==> src/chi_pkg.sv <==
// shared types, constants and hash functions of the chained hash index
`default_nettype none

package chi_pkg;

    // default sizing of the index
    localparam int BUCKETS_DEF     = 1024;
    localparam int POOL_NODES_DEF  = 1024;
    localparam int MAX_CHAIN_DEF   = 64;
    localparam int RECORD_BITS_DEF = 20;

    // fixed port field widths
    localparam int OP_W        = 1;
    localparam int BYTE_W      = 8;
    localparam int REC_PORT_W  = 20;
    localparam int STATUS_W    = 2;
    localparam int BKT_PORT_W  = 10;
    localparam int HASH_W      = 32;

    // remainder unit: hash bits consumed per step and steps per key
    localparam int MOD_BITS_PER_STEP = 4;
    localparam int MOD_STEPS         = HASH_W / MOD_BITS_PER_STEP;
    localparam int MOD_CNT_W         = $clog2(MOD_STEPS);

    typedef enum logic [OP_W-1:0] {
        OP_INSERT = 1'b0,
        OP_LOOKUP = 1'b1
    } op_t;

    typedef enum logic [STATUS_W-1:0] {
        ST_INSERTED = 2'd0,
        ST_ENTRY    = 2'd1,
        ST_NONE     = 2'd2,
        ST_FULL     = 2'd3
    } status_t;

    typedef enum logic [2:0] {
        S_CLEAR,
        S_IDLE,
        S_FINISH,
        S_MOD,
        S_BKT_RD,
        S_DECIDE,
        S_NODE_RD,
        S_NODE_EMIT
    } ctrl_state_t;

    // commands from controller to datapath
    typedef struct packed {
        logic    clear_step;
        logic    hash_fold;
        logic    hash_finish;
        logic    mod_step;
        logic    insert_commit;
        logic    walk_load;
        logic    walk_step;
        logic    out_load;
        status_t out_code;
    } dp_cmd_t;

    // status from datapath to controller
    typedef struct packed {
        logic clear_done;
        logic mod_done;
        logic is_lookup;
        logic bucket_hit;
        logic insert_full;
        logic walk_last;
        logic out_free;
    } dp_stat_t;

    // one-at-a-time hash, per byte
    function automatic logic [HASH_W-1:0] fold_byte(input logic [HASH_W-1:0] h,
                                                    input logic [BYTE_W-1:0] b);
        logic [HASH_W-1:0] t;
        t = h + HASH_W'(b);
        t = t + (t << 10);
        t = t ^ (t >> 6);
        return t;
    endfunction

    // one-at-a-time hash, final avalanche
    function automatic logic [HASH_W-1:0] finish_hash(input logic [HASH_W-1:0] h);
        logic [HASH_W-1:0] t;
        t = h + (h << 3);
        t = t ^ (t >> 11);
        t = t + (t << 15);
        return t;
    endfunction

endpackage

`default_nettype wire

==> src/chi_ctrl.sv <==
// controller state machine of the chained hash index
`default_nettype none

module chi_ctrl (
    input  wire logic              clk,
    input  wire logic              rst_n,
    input  wire logic              req_valid,
    input  wire logic              key_last,
    output logic                   req_ready,
    input  wire chi_pkg::dp_stat_t stat,
    output chi_pkg::dp_cmd_t       cmd
);

    chi_pkg::ctrl_state_t state_reg;
    chi_pkg::ctrl_state_t state_next;
    logic                 accept;

    assign accept = req_valid && req_ready;

    // state register
    always_ff @(posedge clk or negedge rst_n)
    begin
        if (!rst_n)
        begin
            state_reg <= chi_pkg::S_CLEAR;
        end
        else
        begin
            state_reg <= state_next;
        end
    end

    // next state
    always_comb
    begin
        state_next = state_reg;
        case (state_reg)
            chi_pkg::S_CLEAR:
            begin
                if (stat.clear_done)
                begin
                    state_next = chi_pkg::S_IDLE;
                end
            end
            chi_pkg::S_IDLE:
            begin
                if (accept && key_last)
                begin
                    state_next = chi_pkg::S_FINISH;
                end
            end
            chi_pkg::S_FINISH:
            begin
                state_next = chi_pkg::S_MOD;
            end
            chi_pkg::S_MOD:
            begin
                if (stat.mod_done)
                begin
                    state_next = chi_pkg::S_BKT_RD;
                end
            end
            chi_pkg::S_BKT_RD:
            begin
                state_next = chi_pkg::S_DECIDE;
            end
            chi_pkg::S_DECIDE:
            begin
                if (stat.is_lookup && stat.bucket_hit)
                begin
                    state_next = chi_pkg::S_NODE_RD;
                end
                else if (stat.out_free)
                begin
                    state_next = chi_pkg::S_IDLE;
                end
            end
            chi_pkg::S_NODE_RD:
            begin
                state_next = chi_pkg::S_NODE_EMIT;
            end
            chi_pkg::S_NODE_EMIT:
            begin
                if (stat.out_free)
                begin
                    state_next = stat.walk_last ? chi_pkg::S_IDLE : chi_pkg::S_NODE_RD;
                end
            end
            default:
            begin
                state_next = chi_pkg::S_CLEAR;
            end
        endcase
    end

    // outputs
    always_comb
    begin
        req_ready         = 1'b0;
        cmd               = '0;
        cmd.out_code      = chi_pkg::ST_INSERTED;
        case (state_reg)
            chi_pkg::S_CLEAR:
            begin
                cmd.clear_step = 1'b1;
            end
            chi_pkg::S_IDLE:
            begin
                req_ready     = 1'b1;
                cmd.hash_fold = accept;
            end
            chi_pkg::S_FINISH:
            begin
                cmd.hash_finish = 1'b1;
            end
            chi_pkg::S_MOD:
            begin
                cmd.mod_step = 1'b1;
            end
            chi_pkg::S_DECIDE:
            begin
                if (stat.is_lookup)
                begin
                    if (stat.bucket_hit)
                    begin
                        cmd.walk_load = 1'b1;
                    end
                    else if (stat.out_free)
                    begin
                        cmd.out_load = 1'b1;
                        cmd.out_code = chi_pkg::ST_NONE;
                    end
                end
                else if (stat.out_free)
                begin
                    cmd.out_load = 1'b1;
                    if (stat.insert_full)
                    begin
                        cmd.out_code = chi_pkg::ST_FULL;
                    end
                    else
                    begin
                        cmd.insert_commit = 1'b1;
                        cmd.out_code      = chi_pkg::ST_INSERTED;
                    end
                end
            end
            chi_pkg::S_NODE_EMIT:
            begin
                if (stat.out_free)
                begin
                    cmd.out_load  = 1'b1;
                    cmd.out_code  = chi_pkg::ST_ENTRY;
                    cmd.walk_step = 1'b1;
                end
            end
            default:
            begin
                req_ready = 1'b0;
            end
        endcase
    end

endmodule

`default_nettype wire

==> config.mk <==
export PLATFORM = sky130hd
export DESIGN_NAME = chi_ctrl
export DESIGN_NICKNAME = d
export VERILOG_FILES = /design/src/chi_pkg.sv /design/src/chi_ctrl.sv
export SDC_FILE = /design/constraint.sdc
export NUM_CORES = 1
export LEC_CHECK = 0
export BUFFER_PORTS_ARGS = -buffer_cell sky130_fd_sc_hd__buf_2
export CORE_AREA = 4 4 41 43
export CTS_CLUSTER_DIAMETER = 40
export DETAILED_ROUTE_END_ITERATION = 16
export DIE_AREA = 0 0 45 47
export HOLD_SLACK_MARGIN = 0.02
export PLACE_DENSITY_LB_ADDON = 0.15
export RECOVER_POWER = 50
export SYNTH_ARGS = -nofsm -noshare
export SYNTH_HDL_FRONTEND = slang
export SYNTH_SLANG_ARGS = --single-unit
==> constraint.sdc <==
create_clock -name clk -period 1.4 [get_ports clk]
set_input_delay 0.21 -clock clk [delete_from_list [all_inputs] [get_ports clk]]
set_output_delay 0.21 -clock clk [all_outputs]
set_load 0.05 [all_outputs]
==> results.toml, run 1 <==
[routing]
antenna_left = 0
vias_per_cell = 4.71
routed_wl_um = 1020
firstDrtPassIters = 3
wire_per_inst_um = 11.3
drtIter0Drc = 10
route.detailed.drc = 0
vias = 424

[worst_setup_path]
worst_path_largest_cell_delay_ns = 0.46
slowest_stage = "dfrtp_2"
r2r_setup_slack_ns = 0.09
reg2regPathDepth = 4
cp_max_fo = 7
path_cells = "buf_4, nor3_4, buf_6"
cp_top_family = "flip-flops"
cp-start-kind = "flop"
crit_type = "reg -> out"
endpoint_kind = "output pin"
timing.rr.start = "state_reg[1]"
worstPathRequired_ns = 1.19
crit_start = "state_reg[1]"
crit_cells = 3
crit_arrival_ns = 1.24
crit_end = "cmd[9]"
cp_num_buf_inv = 2
r2r-end = "state_reg[0]"

[clock_tree]
clockBufferDepth = 2
cts_tree = "done"
worstSkewPairLatency_ns = 0.23
cts_made_buffers = 3
path_clk_slew_ns = 0.04
cts_max_level = 1
cts_sinks = 3
cts_root_buf = "clkbuf_4"

[synth]
synthesis.nets = 54
avgSynthCellArea_um2 = 7.68
seq_area_frac_synth_pct = 22.7
syn-cell-area_um2 = 330
yosys_register_bits = 3
ys_types = 24
synth_warnings = 0
synth_cells = 43

[finish]
largest_register_ffs = 3
fin_cells = 90
post-route-util_pct = 55.5
diodes = 0
drive_gt1_share_pct = 66.7
area_growth_pct = 119
num-nets-final = 87

[die]
io-pin-count = 22
core_area_mm2 = 0.00130
die_height_um = 47
initial_core_util_pct = 25.4
die_area_mm2 = 0.00212
rows = 13
die_x_um = 45

[sta]
finalHoldViolCount = 0
clock_skew_ns = 0.000847
postLayoutSetupSlackWorst_ns = -0.0506
maxSlewViolCount = 0
rsz0062_at_grt = "true"
final-setup-viol-count = 6
worstMarginPinSlew_ns = 0.239
min_period_over_period_pct = 104
finalSetupTns_ns = -0.167
timing.hold.ws_ns = 0.227
maxSlewHeadroom_pct = 84.0
layout_min_cycle_time_ns = 1.45
fmax_mhz = 689

[outcome]
failed_checks = "setup timing"
status = "finished with violations"

[placed_design]
dp.cells = 83
portBuffers = 21
dp_hpwl_um = 851
routabilityCongestion = 0.712

[global_routing]
grt_pass1_wl_um = 1760
grtUsageTotal_pct = 11.4
antenna_found_initial = 0
grt_pass1_vias = 408
grt_max_degree = 8
grt_overflow_total = 0

[job]
drv_cap = 0

[hold_path]
hold_class = "in -> reg"
min_path_cells = 3

[pwr]
peakVddDrop_mv = 1.15
p_per_area_mw_per_mm2 = 2260
p_leak_nw = 0.327
how the worst min path moves through the flow:
stage,startpoint,to,slack (ns)
CTS,stat[6],state_reg[0],0.21
detailed placement,rst_n,state_reg[1],0.01
finish,stat[6],state_reg[0],0.23
global placement,rst_n,state_reg[1],0.008
floorplan,rst_n,state_reg[0],-0.09
global route,stat[6],state_reg[0],0.22
cells in the final DEF (no fill, tap or decap):
cell           n
mux2_2         1
a31o_1         1
nand3b_4       1
nand3_1        1
buf_6          8
buf_12         2
nand3_4        1
clkbuf_1       2
buf_4          8
a32oi_1        1
buf_2          9
nor4_4         1
inv_2          2
and2_4         1
nand2b_1       1
a31oi_1        2
buf_8          1
o22ai_1        1
clkbuf_4       3
nand2_1        4
dlygate4sd3_1  1
a21oi_1        2
nor2_2         2
nor3_4         5
nor2_1         1
inv_1          4
o2111ai_1      1
dfrtp_2        3
a21boi_0       1
nor3_2         1
and2b_1        2
a31oi_4        1
per-stage QoR:
step	worst slack (ns)	instance area (µm²)	total power, W
6_report	-0.0506	722	0.00163
5_1_grt	-0.131	722	0.00173
4_1_cts	-0.0715	723	0.00164
3_5_place_dp	-0.0347	578	0.00128
3_3_place_gp	-0.00955	578	0.00128
2_1_floorplan	-0.196	403	0.000965
cells in the mapped netlist (all sizes together):
cell | instances | area, µm²
a31oi | 3 | 33.8
and2b | 2 | 15.0
nor2 | 3 | 11.3
o22ai | 1 | 6.26
o2111ai | 1 | 8.76
buf | 2 | 12.5
nor4 | 1 | 6.26
a21oi | 2 | 10.0
mux2 | 1 | 11.3
nor3 | 6 | 35.0
a31o | 1 | 8.76
a32oi | 1 | 8.76
and2 | 1 | 6.26
nand2b | 1 | 6.26
nand2 | 4 | 15.0
nand3b | 1 | 20.0
nand3 | 2 | 10.0
inv | 6 | 22.5
a21boi | 1 | 7.51
dfrtp | 3 | 75.1
layout make-up:
| type | count | area, µm² |
|---|---|---|
| clock buffer | 4 | 26.3 |
| sequential | 3 | 78.8 |
| multi-input combinational | 32 | 312 |
| timing repair buffer | 30 | 264 |
| inverter | 6 | 22.5 |
| fill | 128 | 579 |
| tap | 15 | 18.8 |
power by group:
part / switching (W) / internal (W)
combinational: 0.000719 / 0.000542
clock: 0.0000415 / 0.000107
sequential: 0.0000810 / 0.000137
total: 0.000842 / 0.000787
layer usage:
metal	up-vias	global-route usage, %	part of all wire, %
met5	-	0	0
met4	0	3.51	0
met3	0	4.21	9.1
met2	16	18.6	47
met1	190	14.0	44
li1	218	-	-
worst reg2reg max path, cell delays in order, from the launching register on:
cell and delay [ns]:
dfrtp_2 0.46, nand3b_4 0.20, buf_4 0.17, a31oi_4 0.21, a32oi_1 0.13
repair_timing:
item | in CTS | in global routing
resized for setup | 28 | 0
hold buffers | 1 | 0
endpoints found under the setup margin | 11 | 11
endpoints found under the hold margin | 3 | 0
setup buffers | 2 | 0
pin swaps | 4 | 1
kinds of logic (layout without fill, tap and decap cells):
group,count (synthesis),count (layout),synth area share [%]
simple gates,21,21,37.9
compound gates,10,10,25.4
buf+inv,8,40,10.6
flops,3,3,22.7
mux,1,1,3.41
Power figures use the tool's default switching activity.
==> run 2, diff against run 1 <==
SETUP_SLACK_MARGIN = 0.2   (was unset)
==> run 2 against run 1 <==
  * The run still ends with setup timing left
  * Sequential share of layout area fell by 0.90 points
  * Wire length increased by 18%
  * Highest routed layer unchanged
  * Fmax fell by 1.6%
  * Sequential power decreased by 12%
  * Die area unchanged
==> results.toml, run 2 (synthesized netlist as in run 1, its figures left out) <==
[sta]
rsz0062_at_grt = "true"
fmax_mhz = 678
worstMarginPinSlew_ns = 0.241
timing.hold.ws_ns = 0.214
maxSlewHeadroom_pct = 83.9
clock_skew_ns = 0.00644
postLayoutSetupSlackWorst_ns = -0.0743
maxSlewViolCount = 0
finalHoldViolCount = 0
min_period_over_period_pct = 105
layout_min_cycle_time_ns = 1.47
final-setup-viol-count = 9

[placed_design]
place_area_um2 = 583
dp.cells = 83
routabilityCongestion = 0.772
dp_hpwl_um = 865
portBuffers = 21

[worst_setup_path]
worstPathRequired_ns = 1.19
timing.rr.start = "state_reg[2]"
crit_type = "reg -> out"
endpoint_kind = "output pin"
cp_max_fo = 8
crit_arrival_ns = 1.26
cp-start-kind = "flop"
crit_start = "state_reg[1]"

[routing]
firstDrtPassIters = 4
routed_wl_um = 1200
route.detailed.drc = 0
drtIter0Drc = 6
vias_per_cell = 4.80
vias = 461
antenna_left = 0
wire_per_inst_um = 12.5

[finish]
drive_gt1_share_pct = 70.4
num-nets-final = 93
area_growth_pct = 134
mostFrequentLayoutCells = "buf_4, buf_6, buf_2"
largest_register_ffs = 3
fin_cells = 96
fin_area_um2 = 774
diodes = 0

[outcome]
status = "finished with violations"
failed_checks = "setup timing"

[die]
die_height_um = 47
core_area_mm2 = 0.00130
initial_core_util_pct = 25.4
rows = 13
die_x_um = 45
io-pin-count = 22
die_area_mm2 = 0.00212

[clock_tree]
cts_made_buffers = 3
worstSkewPairLatency_ns = 0.23
cts_sinks = 3
path_clk_slew_ns = 0.03
cts_max_level = 1
clockBufferDepth = 2
cts_root_buf = "clkbuf_4"
cts_tree = "done"

[pwr]
p_per_area_mw_per_mm2 = 2300
peakVddDrop_mv = 1.14
finalPower_w = 0.00178
p_leak_nw = 0.359

[global_routing]
antenna_found_initial = 0
grt_pass1_vias = 431
grtUsageTotal_pct = 12.5
grt_pass1_wl_um = 1920
grt_overflow_total = 0
grt_max_degree = 9

[job]
drv_cap = 0

[hold_path]
hold_class = "in -> reg"
hp-start = "stat[6]"
## run 2: cell count changes in the layout (fill, tap and decap cells not counted), moves of 2 or more
cell	delta
buf_6	+3
nor2_2	-2
nor2_4	+2
buf_4	+3
## run 2: worst paths after layout
kind,slack (ns),end,cells after the start
setup / recovery,-0.07,cmd[8],4
hold / removal,0.21,state_reg[0],3
setup reg to reg,0.04,state_reg[1],6
hold reg to reg,0.78,state_reg[0],3
max in group asynchronous,0.90,state_reg[1],2
min in group asynchronous,0.32,state_reg[2],2
## run 2: what timing repair did
item,in CTS,in global routing
endpoints found under the hold margin,3,0
gates resized for setup,24,7
setup buffers,5,3
hold buffers,1,0
setup endpoints to repair,12,14
pin swaps,4,5
## run 2: worst max-delay path, cell delays in order, from the launching register on
cell,delay (ns)
dfrtp_2,0.43
buf_12,0.15
nor3_4,0.16
and2_4,0.17
buf_8,0.14
## run 2: area by class of cell
class,count,area [µm²]
fill,120,527
timing repair buffer,36,315
multi-input combinational,32,314
sequential,3,77.6
clock buffer,4,26.3
inverter,6,22.5
tap,15,18.8
## run 2: per-stage QoR
step / setup slack (ns) / utilization (%) / setup TNS (ns)
floorplan: -0.196 / - / -0.840
global placement: 0.0605 / 44.8 / 0
detailed placement: 0.0583 / 44.8 / 0
CTS: -0.104 / 56.5 / -0.715
global route: -0.157 / 59.5 / -1.13
finish: -0.0743 / 59.5 / -0.429
## run 2: report_power, final
part	leakage [nW]	internal [W]	switching (W)	total, W
sequential	0.0340	0.000135	0.0000571	0.000192
clock	0.0150	0.000107	0.0000428	0.000149
combinational	0.310	0.000658	0.000783	0.00144
total	0.359	0.000900	0.000883	0.00178
## run 2: metal layers
metal | up-vias | routed length (µm) | part of all wire [%] | global-route usage [%]
met1 | 214 | 491 | 41 | 17.2
li1 | 230 | - | - | -
met4 | 0 | 0 | 0 | 0
met5 | - | 0 | 0 | 0
met2 | 17 | 619 | 52 | 20.1
met3 | 0 | 86 | 7.2 | 4.60
==> run 3, diff against run 2 <==
CTS_BUF_LIST = sky130_fd_sc_hd__clkbuf_16   (was unset)
GPL_TIMING_DRIVEN = 0   (was unset)
SETUP_SLACK_MARGIN = 0.3   (was 0.2)
==> run 3 against run 2 <==
  * The flow still finishes with violations (setup timing)
  * Die area unchanged
  * Final area up 25%
  * Combinational power up 24%
  * Core utilization up 15 points
  * Flip-flop and latch count unchanged
  * Sequential power up 2%
  * Final cell count up 9.4%
  * Clock skew down 0.0027 ns
  * First-iteration DRC count down 17%
  * Worst hold slack worse by 0.00067 ns
  * Critical path type unchanged
==> results.toml, run 3 (synthesized netlist as in run 1, its figures left out) <==
[outcome]
status = "finished with violations"
failed_checks = "setup timing"

[placed_design]
place_area_um2 = 544
portBuffers = 21
dp_hpwl_um = 780
dp.cells = 79
routabilityCongestion = 0.827

[routing]
vias = 522
vias_per_cell = 4.97
firstDrtPassIters = 4
routed_wl_um = 1380
drtIter0Drc = 5
antenna_left = 0
wire_per_inst_um = 13.2
route.detailed.drc = 0

[pwr]
p_per_area_mw_per_mm2 = 2510
p_leak_nw = 0.438
power_frac_clock_pct = 18.6
seqPwrFrac_pct = 8.1
peakVddDrop_mv = 1.57
share_comb_of_total_power_pct = 73.4
switching_power_w = 0.00106
internal-power_w = 0.00137
swShare_pct = 43.7

[clock_tree]
clockBufferDepth = 2
worstSkewPairLatency_ns = 0.23
cts_max_level = 1
cts_made_buffers = 3
cts_sinks = 3
cts_root_buf = "clkbuf_16"
path_clk_slew_ns = 0.03
cts_tree = "done"

[worst_setup_path]
cp_num_buf_inv = 2
crit_cells = 4
r2r_setup_slack_ns = 0.17
crit_start = "state_reg[2]"
crit_arrival_ns = 1.32
slowest_stage = "dfrtp_1"
cp_top_family = "simple AND/OR/NAND/NOR gates"
crit_type = "reg -> out"
timing.rr.start = "state_reg[1]"
worstPathRequired_ns = 1.19
path_cells = "buf_6, nand3_4, and2b_4, buf_8"
reg2regPathDepth = 4
cp-start-kind = "flop"
worst_path_largest_cell_delay_ns = 0.37
endpoint_kind = "output pin"
r2r-end = "state_reg[0]"
crit_end = "cmd[2]"
cp_max_fo = 7

[die]
io-pin-count = 22
die_height_um = 47
rows = 13
core_area_mm2 = 0.00130
die_x_um = 45
initial_core_util_pct = 25.4
die_area_mm2 = 0.00212

[global_routing]
grt_pass1_wl_um = 2000
grt_pass1_vias = 491
grtUsageTotal_pct = 13.6
grt_max_degree = 9
grt_overflow_total = 0
antenna_found_initial = 0

[sta]
maxSlewHeadroom_pct = 84.7
postLayoutSetupSlackWorst_ns = -0.129
clock_skew_ns = 0.00371
fmax_mhz = 654
finalHoldViolCount = 0
worstMarginPinSlew_ns = 0.230
rsz0062_at_grt = "true"
maxSlewViolCount = 0
layout_min_cycle_time_ns = 1.53
min_period_over_period_pct = 109
final-setup-viol-count = 10

[finish]
largest_register_ffs = 3
fin_area_um2 = 967
mostFrequentLayoutCells = "buf_6, buf_4, buf_2, nor3_4, inv_1"
final_common_cell = "buf_6"
post-route-util_pct = 74.3
area_growth_pct = 193
num-nets-final = 102
drive_gt1_share_pct = 76.7
diodes = 0
fin_cells = 105

[hold_path]
hold_class = "in -> reg"

[job]
drv_cap = 0
-- run 3: worst min path at each step --
| stage | depth (start not counted) | startpoint | endpoint | slack [ns] |
|---|---|---|---|---|
| floorplan | 0 | rst_n | state_reg[0] | -0.09 |
| global placement | 1 | rst_n | state_reg[1] | 0.007 |
| detailed placement | 1 | rst_n | state_reg[1] | 0.008 |
| CTS | 3 | stat[6] | state_reg[0] | 0.22 |
| global route | 3 | stat[6] | state_reg[0] | 0.22 |
| finish | 3 | stat[6] | state_reg[0] | 0.21 |
-- run 3: tightest hold or removal path: cells and delay by family --
kind	cells	cell delay, ns
AO/OA/AOI/OAI	1	0.05
buffers and inverters	2	0.13
-- run 3: stage by stage --
step                      worst slack, ns  TNS (ns)  hold slack [ns]  power, W
final                              -0.129    -0.917            0.213   0.00243
after global routing               -0.175     -1.43            0.222   0.00254
after CTS                          -0.130    -0.604            0.222   0.00211
after detailed placement           -0.186    -0.425          0.00829   0.00117
after global placement             -0.187    -0.429          0.00720   0.00117
after floorplan                    -0.196    -0.840          -0.0856  0.000991
-- run 3: timing repair --
| item | in CTS | in global routing |
|---|---|---|
| endpoints found under the setup margin | 14 | 14 |
| hold buffers | 1 | 0 |
| pin swaps | 6 | 6 |
| resized for setup | 35 | 11 |
| gates cloned | 1 | 0 |
| endpoints found under the hold margin | 3 | 0 |
| setup buffers | 12 | 8 |
-- run 3: final cells by class --
type	count	area (µm²)
timing repair buffer	43	387
multi-input combinational	32	350
fill	95	334
sequential	3	76.3
clock buffer	3	75.1
inverter	6	33.8
buffer	2	22.5
tap	15	18.8
clock inverter	1	3.75
-- run 3: layer usage --
| metal | GRT usage [%] | vias to the layer above | routed length, µm |
|---|---|---|---|
| met1 | 14.6 | 236 | 481 |
| met3 | 4.21 | 6 | 113 |
| li1 | - | 252 | - |
| met4 | 9.94 | 0 | 54 |
| met5 | 0 | - | 0 |
| met2 | 22.6 | 28 | 733 |
-- run 3: power by group through the flow --
stage / clock, W / combinational, W / sequential (W)
CTS: 0.000450 / 0.00148 / 0.000181
finish: 0.000450 / 0.00178 / 0.000196
global route: 0.000464 / 0.00188 / 0.000202
global placement: 0 / 0.000975 / 0.000196
detailed placement: 0 / 0.000974 / 0.000195
floorplan: 0 / 0.000812 / 0.000179
